`config.mk`:
```
export PLATFORM = sky130hd
export DESIGN_NAME = cls_queue
export DESIGN_NICKNAME = d
export VERILOG_FILES = /design/src/sv/cls_pkg.sv /design/src/sv/cls_queue.sv
export SDC_FILE = /design/constraint.sdc
export NUM_CORES = 1
export LEC_CHECK = 0
export BUFFER_PORTS_ARGS = -buffer_cell sky130_fd_sc_hd__buf_2
export CAP_MARGIN = 10
export CORE_MARGIN = 4
export CORE_UTILIZATION = 55
export CTS_CLUSTER_SIZE = 28
export DETAILED_ROUTE_END_ITERATION = 7
export PLACE_DENSITY = 0.78
export SLEW_MARGIN = 20
export SYNTH_ARGS = -nofsm -noshare
export SYNTH_HDL_FRONTEND = slang
export SYNTH_SLANG_ARGS = --single-unit
```
`constraint.sdc`:
```
create_clock -name clk -period 11.47 [get_ports clk]
set_input_delay 1.147 -clock clk [delete_from_list [all_inputs] [get_ports clk]]
set_output_delay 1.147 -clock clk [all_outputs]
set_load 0.03 [all_outputs]
```
`src/sv/cls_pkg.sv`:
```
// ----------------------------------------------------------------------------
// cls_pkg: shared types and constants of the call latency statistics block
// Field widths, action and statistic codes, the queue entry and the
// helpers that fold one sample into a set of running moments.
// ----------------------------------------------------------------------------
package cls_pkg;

    localparam int ACTION_W   = 3;
    localparam int SLOT_W     = 8;
    localparam int TICKS_W    = 32;
    localparam int BYTES_W    = 20;
    localparam int KIND_W     = 3;
    localparam int SEL_W      = 8;
    localparam int VALUE_W    = 64;
    localparam int BYTES_SQ_W = 2 * BYTES_W;
    localparam int TICKS_SQ_W = 2 * TICKS_W;

    // Wide enough for a bin index at the largest supported histogram size.
    localparam int BIN_IDX_W  = 12;
    // Offset of a kind counter within the kind statistic range.
    localparam int KIND_SEL_W = 7;

    localparam int QUEUE_DEPTH = 4;

    localparam int DEF_CALL_SLOTS     = 256;
    localparam int DEF_HIST_BINS      = 64;
    localparam int DEF_BIN_WIDTH      = 16;
    localparam int DEF_RESPONSE_KINDS = 8;

    localparam logic [ACTION_W-1:0] ACT_SEND_START = 3'd0;
    localparam logic [ACTION_W-1:0] ACT_SEND_STOP  = 3'd1;
    localparam logic [ACTION_W-1:0] ACT_RECV_START = 3'd2;
    localparam logic [ACTION_W-1:0] ACT_RECV_STOP  = 3'd3;
    localparam logic [ACTION_W-1:0] ACT_READ       = 3'd4;

    localparam logic [SEL_W-1:0] SEL_REQ_TOTAL = 8'd0;
    localparam logic [SEL_W-1:0] SEL_REQ_BYTES = 8'd1;
    localparam logic [SEL_W-1:0] SEL_REQ_XFER  = 8'd5;
    localparam logic [SEL_W-1:0] SEL_RESP_TIME = 8'd9;
    localparam logic [SEL_W-1:0] SEL_RSP_TOTAL = 8'd13;
    localparam logic [SEL_W-1:0] SEL_RSP_BYTES = 8'd14;
    localparam logic [SEL_W-1:0] SEL_RSP_XFER  = 8'd18;
    localparam logic [SEL_W-1:0] SEL_GROUP_END = 8'd3;
    localparam logic [SEL_W-1:0] SEL_BIN_BASE  = 8'd64;
    localparam logic [SEL_W-1:0] SEL_BIN_END   = 8'd127;
    localparam logic [SEL_W-1:0] SEL_KIND_BASE = 8'd128;
    localparam logic [SEL_W-1:0] SEL_KIND_END  = 8'd255;

    localparam logic [1:0] MOM_SUM        = 2'd0;
    localparam logic [1:0] MOM_SQUARE_SUM = 2'd1;
    localparam logic [1:0] MOM_LEAST      = 2'd2;
    localparam logic [1:0] MOM_MOST       = 2'd3;

    typedef struct packed {
        logic [ACTION_W-1:0]   action;
        logic [TICKS_W-1:0]    dt;
        logic [TICKS_SQ_W-1:0] dt_sq;
        logic [BYTES_W-1:0]    bytes;
        logic [BYTES_SQ_W-1:0] bytes_sq;
        logic [KIND_W-1:0]     kind;
        logic [SEL_W-1:0]      sel;
        logic [BIN_IDX_W-1:0]  bin;
    } op_t;

    typedef struct packed {
        logic [VALUE_W-1:0] sum;
        logic [VALUE_W-1:0] square_sum;
        logic [BYTES_W-1:0] least;
        logic [BYTES_W-1:0] most;
    } byte_mom_t;

    typedef struct packed {
        logic [VALUE_W-1:0] sum;
        logic [VALUE_W-1:0] square_sum;
        logic [TICKS_W-1:0] least;
        logic [TICKS_W-1:0] most;
    } tick_mom_t;

    localparam byte_mom_t BYTE_MOM_RESET = '{sum: '0, square_sum: '0, least: '1, most: '0};
    localparam tick_mom_t TICK_MOM_RESET = '{sum: '0, square_sum: '0, least: '1, most: '0};

    function automatic byte_mom_t byte_mom_add(input byte_mom_t m,
                                               input logic [BYTES_W-1:0] v,
                                               input logic [BYTES_SQ_W-1:0] v_sq);
        byte_mom_t r;
        r = m;
        r.sum = m.sum + VALUE_W'(v);
        r.square_sum = m.square_sum + VALUE_W'(v_sq);
        if (v < m.least)
        begin
            r.least = v;
        end
        if (v > m.most)
        begin
            r.most = v;
        end
        return r;
    endfunction

    function automatic tick_mom_t tick_mom_add(input tick_mom_t m,
                                               input logic [TICKS_W-1:0] v,
                                               input logic [TICKS_SQ_W-1:0] v_sq);
        tick_mom_t r;
        r = m;
        r.sum = m.sum + VALUE_W'(v);
        r.square_sum = m.square_sum + v_sq;
        if (v < m.least)
        begin
            r.least = v;
        end
        if (v > m.most)
        begin
            r.most = v;
        end
        return r;
    endfunction

    function automatic logic [VALUE_W-1:0] mom_pick(input logic [VALUE_W-1:0] sum,
                                                    input logic [VALUE_W-1:0] square_sum,
                                                    input logic [VALUE_W-1:0] least,
                                                    input logic [VALUE_W-1:0] most,
                                                    input logic [1:0] which);
        logic [VALUE_W-1:0] r;
        case (which)
            MOM_SUM:        r = sum;
            MOM_SQUARE_SUM: r = square_sum;
            MOM_LEAST:      r = least;
            default:        r = most;
        endcase
        return r;
    endfunction

endpackage

```
`src/sv/cls_queue.sv`:
```
// ----------------------------------------------------------------------------
// cls_queue: short queue between the front and the back
// A small first-in first-out buffer of measured items.
// ----------------------------------------------------------------------------
module cls_queue
    import cls_pkg::*;
(
    input  logic clk,
    input  logic rst_n,
    input  logic push,
    input  op_t  push_data,
    output logic full,
    input  logic pop,
    output logic head_valid,
    output op_t  head
);

    localparam int PTR_W = $clog2(QUEUE_DEPTH);
    localparam int CNT_W = $clog2(QUEUE_DEPTH + 1);
    localparam logic [CNT_W-1:0] DEPTH_C = CNT_W'(QUEUE_DEPTH);
    localparam logic [PTR_W-1:0] LAST_P  = PTR_W'(QUEUE_DEPTH - 1);

    op_t              entry_reg [QUEUE_DEPTH];
    logic [PTR_W-1:0] wr_ptr_reg;
    logic [PTR_W-1:0] rd_ptr_reg;
    logic [CNT_W-1:0] count_reg;

    assign full       = (count_reg == DEPTH_C);
    assign head_valid = (count_reg != '0);
    assign head       = entry_reg[rd_ptr_reg];

    always_ff @(posedge clk)
    begin
        if (push)
        begin
            entry_reg[wr_ptr_reg] <= push_data;
        end
    end

    always_ff @(posedge clk or negedge rst_n)
    begin
        if (!rst_n)
        begin
            wr_ptr_reg <= '0;
            rd_ptr_reg <= '0;
            count_reg  <= '0;
        end
        else
        begin
            if (push)
            begin
                wr_ptr_reg <= (wr_ptr_reg == LAST_P) ? '0 : wr_ptr_reg + PTR_W'(1);
            end
            if (pop)
            begin
                rd_ptr_reg <= (rd_ptr_reg == LAST_P) ? '0 : rd_ptr_reg + PTR_W'(1);
            end
            if (push && !pop)
            begin
                count_reg <= count_reg + CNT_W'(1);
            end
            else if (pop && !push)
            begin
                count_reg <= count_reg - CNT_W'(1);
            end
        end
    end

endmodule

```
==> results of run 1 <==
## through the flow
step | instances | instance area, µm² | hold WS [ps] | power (W)
floorplan | 988 | 26740 | 449.1 | 0.005813
global placement | 1943 | 29110 | 467.7 | 0.006456
detailed placement | 1943 | 29110 | 481.0 | 0.006493
CTS | 2069 | 31240 | 333.4 | 0.008648
global route | 2073 | 31250 | 351.8 | 0.008922
finish | 2079 | 31270 | 370.5 | 0.008532
## synthesized netlist by cell type
library cell,instances,share of area
nand2_1,2,0.00028
mux4_2,182,0.15
buf_2,18,0.0034
o21ai_0,2,0.00037
buf_4,1,0.00028
dfrtp_1,7,0.0066
buf_8,10,0.0056
xnor2_1,1,0.00033
buf_6,8,0.0034
nor3b_1,1,0.00028
ha_1,6,0.0028
mux2_2,3,0.0013
nor2_1,3,0.00042
clkbuf_1,3,0.00042
or3_1,1,0.00023
inv_1,4,0.00056
and2_1,4,0.00094
edfxtp_1,728,0.82
xor2_1,2,0.00066
buf_12,1,0.00075
fa_1,1,0.00075
## power by group through the flow
stage,clock (W),combinational (W),sequential [W]
detailed placement,0,0.00280,0.00370
CTS,0.00219,0.00281,0.00365
global placement,0,0.00279,0.00367
global route,0.00232,0.00292,0.00368
floorplan,0,0.00217,0.00364
finish,0.00214,0.00276,0.00364
## final cells by class
cell class | instances | area share
Antenna cell | 10 | 0.0008004
Clock buffer | 89 | 0.06171
Clock inverter | 37 | 0.006483
Inverter | 4 | 0.0004802
Multi-Input combinational cell | 208 | 0.1385
Sequential cell | 735 | 0.7050
Tap cell | 615 | 0.02461
Timing Repair Buffer | 381 | 0.06235
## placed cells by master (no fill, tap or decap), types with 4 or more instances in the layout
master       n
and2_4       4
buf_2      369
buf_4       11
clkbuf_1    14
clkbuf_16   75
clkinv_1    22
clkinv_2     8
dfrtp_1      5
diode_2     10
edfxtp_1   728
ha_1         6
inv_1        4
mux4_2     182
## worst min-delay path by stage
stage / to / cells after the start / slack (ps)
floorplan: count_reg[2]$_DFFE_PN0P_ / 1 / 450
global placement: count_reg[2]$_DFFE_PN0P_ / 1 / 470
detailed placement: count_reg[2]$_DFFE_PN0P_ / 1 / 480
CTS: rd_ptr_reg[1]$_DFFE_PN0P_ / 1 / 330
global route: rd_ptr_reg[0]$_DFFE_PN0P_ / 1 / 350
finish: rd_ptr_reg[1]$_DFFE_PN0P_ / 1 / 370
## metal layers
layer / track usage / share of wire / vias to the layer above / wire (µm)
met5: 0 / 0.0034 / - / 177
met4: 0.05530 / 0.017 / 30 / 895
li1: - / - / 5138 / -
met1: 0.2646 / 0.38 / 6229 / 19830
met2: 0.3164 / 0.49 / 415 / 25330
met3: 0.08699 / 0.11 / 94 / 5658
## kinds of logic (layout without fill, tap and decap cells)
| family | after synthesis | after routing | synth area share |
|---|---|---|---|
| other cells | 0 | 10 | 0 |
| compound gates | 2 | 2 | 0.0003743 |
| simple gates | 11 | 11 | 0.002152 |
| mux | 185 | 185 | 0.1545 |
| buf+inv | 45 | 511 | 0.01436 |
| xor+xnor | 3 | 3 | 0.0009827 |
| flops | 735 | 735 | 0.8240 |
| fa+ha+maj | 7 | 7 | 0.003556 |
==> flow_summary_export.csv, run 1 <==
group,metric,value,unit
worst_setup_path,endpoint,"head[15]",
clock_network,cts_buffers,72,
clock_network,clkLatencyLatePin,600,ps
worst_setup_path,arrival,3380,ps
sta,worst_pin_slew,1085,ps
placement,place_worst_setup_slack,7489,ps
worst_setup_path,end_kind,"output port",
floorplanning,die_h,228.5,µm
detailed_routing,avgRoutedWirePerCell,24.96,µm
finish,final_core_util,0.6521,
worst_setup_path,start_kind,"register",
sta,fin_crit_sh,0.3946,
global_routing,antenna_found_initial,21,
worst_setup_path,ff2ff_setup_slack,8710,ps
clock_network,clk_pin_slew,60,ps
status,status,"finished clean",
worst_setup_path,reg2reg_to,"entry_reg[0][86]$_DFFE_PP_",
sta,fin_ws,6944,ps
finish,multiInputGateArea,4332,µm²
finish,area_growth,16.92,%
floorplanning,die_area,52210,µm²
sta,rsz0062_at_grt,"false",
sta,min_period,4526,ps
sta,hold_viol_final,0,
worst_setup_path,crit_start,"rd_ptr_reg[0]$_DFFE_PN0P_",
placement,dp_hpwl,31310,µm
power_and_ir_drop,vdd.ir_drop.worst,200.4,µV
clock_network,postCtsSetupBuffers,0,
detailed_routing,num_vias,11910,
worst_setup_path,cp_slowest_cell,"dfrtp_4",
detailed_routing,drt-initial-drc-count,909,
worst_setup_path,crit_family,"buffers and inverters",
global_routing,grt_usage,0.2020,
worst_setup_path,reg2reg_depth,4,
synthesis,synth_cell_types,21,
detailed_routing,wl,51890,µm
floorplanning,io_pins,370,
power_and_ir_drop,switching_share,0.3386,
floorplanning,initial_core_util,0.5578,
min_path,min_path_type,"in2async",
detailed_routing,drc,0,
placement,gp_congestion,0.7470,
worst_setup_path,required,10320,ps
power_and_ir_drop,power.switching,0.002889,W
sta,maxSlewViolCount,0,
worst_setup_path,cp.depth,3,
floorplanning,coreArea,47950,µm²
synthesis,synth.avg_cell_area,27.07,µm²
finish,layout-drive-gt1-share,0.4553,
clock_network,clkSinkCount,735,
global_routing,grt-ovfl-total,0,
power_and_ir_drop,pwr-share-seq,0.426,
power_and_ir_drop,p_int,0.005643,W
worst_setup_path,path_cells,"buf_4 > mux4_2 > buf_2",
floorplanning,rows,80,
sta,skew,22.47,ps
detailed_routing,dr.pass1.iters,5,
clock_network,cts_tree,"yes",
synthesis,synth_nets,1181,
floorplanning,fp.dieW,228.5,µm
worst_setup_path,timing_worst_setup_path_type,"reg2out",
sta,fin_tns_setup,0,ps
finish,largest_reg_flops,728,
detailed_routing,viasPerCell,5.727,
clock_network,ctsHoldBuffers,0,
synthesis,syn_area,26740,µm²
clock_network,h-tree-depth,3,
clock_network,cts_root_buf,"clkbuf_16",
worst_setup_path,path_max_fanout,48,
sta,timing.fmax,221.0,MHz
detailed_routing,postRouteAntennaNets,0,
sta,finalSetupViolCount,0,
global_routing,first_global_vias,12870,
clock_network,cts-resized-gates,0,
finish,final_nets,1595,
worst_setup_path,worstReg2RegStart,"wr_ptr_reg[0]$_DFFE_PN0P_",
synthesis,synthCells,988,
power_and_ir_drop,static-leakage-power,10.59,nW
finish,fillCellCount,3009,
power_and_ir_drop,pwr-share-clk,0.251,
placement,numPortBuffers,369,
run,drv_cap,0,
clock_network,clockBufferDepth,3,
power_and_ir_drop,power-per-cell-area,272.9,nW/µm²
synthesis,ys_seq_area_frac,0.8240,
sta,relSlewSlack,0.2770,
power_and_ir_drop,p_comb_frac,0.323,
finish,seqCellArea,22040,µm²
global_routing,grt_max_degree,96,
worst_setup_path,crit_buf_inv,2,
worst_setup_path,cp_slowest_stage_delay,990,ps
global_routing,grt_pass1_wl,79560,µm
synthesis,yosys_register_bits,735,
synthesis,yosys_warnings,0,
(Power assumes the default switching activity.)
==> run 2, diff against run 1 <==
Clock period 11.47 ns to 4.5 ns, I/O delays scaled along.
==> flow_summary_export.csv, run 2 (synthesized netlist as in run 1, its figures left out) <==
group,metric,value,unit
finish,largest_reg_flops,728,
global_routing,busiest_layer,"met2",
power_and_ir_drop,static-leakage-power,10.84,nW
sta,fin_crit_sh,0.7412,
detailed_routing,avgRoutedWirePerCell,25.81,µm
floorplanning,fp.dieW,228.5,µm
sta,maxSlewViolCount,0,
global_routing,antenna_found_initial,17,
worst_setup_path,path_max_fanout,42,
finish,final_nets,1616,
sta,worst_pin_slew,973.9,ps
detailed_routing,drt-initial-drc-count,949,
global_routing,grtUsageMet1,0.2784,
sta,min_period,3335,ps
finish,layout_commonest_cell,"edfxtp_1",
global_routing,use_met2,0.3364,
sta,hold_viol_final,0,
power_and_ir_drop,pwr-share-clk,0.258,
sta,fin_tns_setup,0,ps
global_routing,first_global_vias,13040,
floorplanning,die_area,52210,µm²
sta,timing.fmax,299.8,MHz
clock_network,cts_buffers,72,
placement,numPortBuffers,369,
finish,layout-drive-gt1-share,0.4672,
finish,final_core_util,0.6622,
power_and_ir_drop,p_int,0.01486,W
floorplanning,initial_core_util,0.5578,
finish,fin_area,31750,µm²
clock_network,cts_tree,"yes",
detailed_routing,num_vias,12200,
sta,fin_ws,1165,ps
power_and_ir_drop,power.switching,0.007496,W
global_routing,gr-usage-met3,0.07478,
placement,gp_congestion,0.7601,
clock_network,clockBufferDepth,3,
sta,rsz0062_at_grt,"false",
floorplanning,coreArea,47950,µm²
power_and_ir_drop,pwr-share-seq,0.415,
sta,skew,17.38,ps
worst_setup_path,reg2reg_depth,5,
sta,finalSetupViolCount,0,
min_path,min_path_cells,1,
detailed_routing,viasPerCell,5.813,
worst_setup_path,start_kind,"register",
global_routing,grt-ovfl-total,0,
clock_network,cts-resized-gates,0,
status,status,"finished clean",
clock_network,clk_pin_slew,60,ps
placement,place_worst_setup_slack,1750,ps
power_and_ir_drop,switching_share,0.3353,
clock_network,h-tree-depth,3,
detailed_routing,wl,54180,µm
power_and_ir_drop,vdd.ir_drop.worst,516.4,µV
worst_setup_path,timing_worst_setup_path_type,"reg2out",
detailed_routing,drc,0,
min_path,min_path_type,"in2reg",
finish,area_growth,18.73,%
finish,fin_cells,2099,
placement,dp.cells,1963,
global_routing,grt_usage,0.2102,
worst_setup_path,required,4050,ps
floorplanning,io_pins,370,
detailed_routing,postRouteAntennaNets,0,
sta,relSlewSlack,0.3507,
floorplanning,rows,80,
clock_network,cts_root_buf,"clkbuf_16",
power_and_ir_drop,p_comb_frac,0.327,
clock_network,clkLatencyLatePin,590,ps
finish,fillCellCount,2894,
run,drv_cap,0,
detailed_routing,dr.pass1.iters,5,
worst_setup_path,end_kind,"output port",
placement,place_area,29450,µm²
worst_setup_path,arrival,2890,ps
floorplanning,die_h,228.5,µm
finish,final_cell_mix,"edfxtp_1 (728), buf_2 (369), mux4_2 (182)",
global_routing,grt_max_degree,111,
global_routing,grt_pass1_wl,82290,µm
power_and_ir_drop,power-per-cell-area,704.1,nW/µm²
placement,dp_hpwl,32120,µm
clock_network,clkSinkCount,735,
run 2: path summary, 6_finish.rpt:
path	slack, ps	from	endpoint
max in group asynchronous	4070	rst_n	rd_ptr_reg[1]$_DFFE_PN0P_
max	1160	rd_ptr_reg[0]$_DFFE_PN0P_	head[47]
min reg2reg	510	count_reg[2]$_DFFE_PN0P_	count_reg[2]$_DFFE_PN0P_
min in group asynchronous	230	rst_n	count_reg[0]$_DFFE_PN0P_
max reg2reg	2340	wr_ptr_reg[1]$_DFFE_PN0P_	entry_reg[1][18]$_DFFE_PP_
min	60	push_data[172]	entry_reg[0][172]$_DFFE_PP_
run 2: timing repair:
action	4_1_cts	5_1_grt
hold endpoints to repair	7	0
hold buffers	1	0
buffers inserted	0	0
run 2: area by class of cell:
type / count / area (µm²) / share of cell area
clock buffer: 87 / 1922 / 0.06053
clock inverter: 41 / 347.8 / 0.01095
timing repair buffer: 402 / 2305 / 0.07259
tap: 615 / 769.5 / 0.02423
inverter: 4 / 15.01 / 0.0004729
sequential: 735 / 22040 / 0.6942
multi-input combinational: 208 / 4332 / 0.1364
antenna: 7 / 17.52 / 0.0005517
run 2: layer usage:
metal	up-vias	part of all wire
li1	5191	-
met1	6371	0.38
met2	506	0.50
met3	107	0.099
met4	26	0.022
met5	-	0.0029
run 2: power by group through the flow:
stage | clock (W) | sequential, W | combinational [W]
after floorplan | 0 | 0.00915 | 0.00555
after global placement | 0 | 0.00933 | 0.00731
after detailed placement | 0 | 0.00941 | 0.00735
after CTS | 0.00590 | 0.00930 | 0.00742
after global routing | 0.00625 | 0.00938 | 0.00769
final | 0.00578 | 0.00927 | 0.00731
run 2: through the flow:
| stage | power [W] | hold slack [ps] |
|---|---|---|
| finish | 0.02236 | 62.02 |
| floorplan | 0.01469 | 154.4 |
| CTS | 0.02262 | 15.40 |
| global placement | 0.01665 | 302.0 |
| detailed placement | 0.01676 | 303.2 |
| global route | 0.02332 | 35.94 |
run 2: critical path, cell delays in order, from the launching register on:
cell and delay, ps:
dfrtp_4 1050, buf_4 420, mux4_2 570, buf_2 210
==> run 3, diff against run 2 <==
Settings changed: CORE_UTILIZATION 55 to 51, PLACE_DENSITY 0.78 to 0.76.
Clock period 4.5 ns to 2.9 ns, I/O delays scaled along.
==> flow_summary_export.csv, run 3 (synthesized netlist as in run 1, its figures left out) <==
group,metric,value,unit
placement,numPortBuffers,369,
placement,gp_congestion,0.7382,
floorplanning,rows,83,
power_and_ir_drop,switching_share,0.3392,
clock_network,clockBufferDepth,3,
clock_network,cts-resized-gates,0,
worst_setup_path,worstReg2RegStart,"wr_ptr_reg[1]$_DFFE_PN0P_",
worst_setup_path,start_kind,"register",
sta,skew,15.05,ps
power_and_ir_drop,pwr-share-clk,0.256,
finish,fin_cells,2356,
detailed_routing,drt-initial-drc-count,1071,
power_and_ir_drop,p_int,0.02308,W
detailed_routing,drc,0,
clock_network,ctsHoldBuffers,185,
worst_setup_path,cp_slowest_stage_delay,620,ps
power_and_ir_drop,static-leakage-power,11.61,nW
floorplanning,coreArea,51610,µm²
detailed_routing,viasPerCell,5.515,
floorplanning,fp.dieW,237.0,µm
finish,final_cell_mix,"edfxtp_1 (728), buf_2 (369), dlygate4sd3_1 (185)",
floorplanning,initial_core_util,0.5181,
power_and_ir_drop,power.switching,0.01185,W
placement,dp.cells,2031,
detailed_routing,avgRoutedWirePerCell,24.83,µm
clock_network,cts_root_buf,"clkbuf_16",
worst_setup_path,crit_start,"rd_ptr_reg[0]$_DFFE_PN0P_",
sta,relSlewSlack,0.5672,
detailed_routing,num_vias,12990,
global_routing,grt_usage,0.2096,
floorplanning,io_pins,370,
global_routing,grt-ovfl-total,0,
finish,area_growth,25.94,%
power_and_ir_drop,pwr-share-seq,0.405,
placement,place_worst_setup_slack,744.1,ps
run,drv_cap,0,
worst_setup_path,path_max_fanout,19,
detailed_routing,wl,58500,µm
worst_setup_path,arrival,2470,ps
worst_setup_path,crit_family,"buffers and inverters",
power_and_ir_drop,vdd.ir_drop.worst,1085,µV
power_and_ir_drop,power-per-cell-area,1037,nW/µm²
clock_network,cts_tree,"yes",
clock_network,clk_pin_slew,60,ps
finish,final_nets,1803,
detailed_routing,dr.pass1.iters,5,
placement,dp_hpwl,32740,µm
sta,fin_crit_sh,0.9508,
finish,largest_reg_flops,728,
detailed_routing,postRouteAntennaNets,0,
sta,timing.fmax,362.7,MHz
worst_setup_path,reg2reg_to,"entry_reg[1][159]$_DFFE_PP_",
worst_setup_path,timing_worst_setup_path_type,"reg2out",
clock_network,cts_buffers,72,
sta,hold_viol_final,0,
min_path,min_path_type,"in2async",
sta,fin_ws,142.6,ps
sta,worst_pin_slew,649.2,ps
finish,layout_commonest_cell,"edfxtp_1",
finish,fillCellCount,3149,
floorplanning,die_h,237.0,µm
worst_setup_path,ff2ff_setup_slack,920,ps
sta,holdWs,69.32,ps
clock_network,postCtsSetupBuffers,0,
worst_setup_path,end_kind,"output port",
sta,fin_tns_setup,0,ps
sta,maxSlewViolCount,0,
sta,finalSetupViolCount,0,
status,status,"finished clean",
global_routing,grt_pass1_wl,88750,µm
finish,final_core_util,0.6525,
clock_network,h-tree-depth,3,
clock_network,clkSinkCount,735,
sta,rsz0062_at_grt,"false",
floorplanning,die_area,56160,µm²
worst_setup_path,reg2reg_depth,4,
worst_setup_path,path_cells,"buf_4 > mux4_2 > buf_2",
worst_setup_path,crit_buf_inv,2,
global_routing,grt_max_degree,83,
global_routing,antenna_found_initial,5,
global_routing,first_global_vias,14270,
worst_setup_path,required,2610,ps
sta,min_period,2757,ps
finish,layout-drive-gt1-share,0.4170,
clock_network,clkLatencyLatePin,610,ps
worst_setup_path,cp_slowest_cell,"dfrtp_4",
power_and_ir_drop,p_comb_frac,0.339,
==> run 3: power groups by stage <==
stage          clock, W  combinational, W  sequential, W
2_1_floorplan         0           0.00862         0.0141
3_3_place_gp          0            0.0116         0.0142
5_1_grt         0.00963            0.0125         0.0143
4_1_cts         0.00907            0.0120         0.0141
3_5_place_dp          0            0.0117         0.0143
6_report        0.00895            0.0118         0.0142
==> run 3: area by class of cell <==
type / instances / area [µm²] / area share
diodes: 7 / 17.52 / 0.0005201
clock buffers: 98 / 2016 / 0.05985
clock inverters: 35 / 256.5 / 0.007616
inverters: 4 / 15.01 / 0.0004458
multi-input cells: 208 / 4332 / 0.1286
flip-flops and latches: 735 / 22040 / 0.6545
well taps: 680 / 850.8 / 0.02526
repair buffers: 589 / 4149 / 0.1232
==> run 3: metrics by stage <==
| stage | total power (W) | cell area (µm²) |
|---|---|---|
| after global routing | 0.03637 | 33680 |
| final | 0.03494 | 33680 |
| after CTS | 0.03520 | 33660 |
| after detailed placement | 0.02601 | 29540 |
| after global placement | 0.02583 | 29540 |
| after floorplan | 0.02272 | 26750 |
==> run 3: worst reg2reg max path, cell delays in order, from the launching register on <==
cell	delay, ps
dfrtp_1	400
inv_1	110
ha_1	160
and2_4	570
buf_4	410
==> run 3: how the worst max path moves through the flow <==
stage,endpoint,slack [ps],cells after the start
3_3_place_gp,head[115],740,3
6_report,head[168],140,3
4_1_cts,head[108],50,3
2_1_floorplan,entry_reg[2][0]$_DFFE_PP_,550,3
5_1_grt,head[108],3,3
3_5_place_dp,head[10],740,3
==> run 3: layer usage <==
layer	vias up	global-route usage	wire [µm]
met5	-	0	0
met4	0	0.05750	1195
met3	84	0.06243	5391
met2	593	0.3556	30610
met1	6756	0.2673	21300
li1	5561	-	-
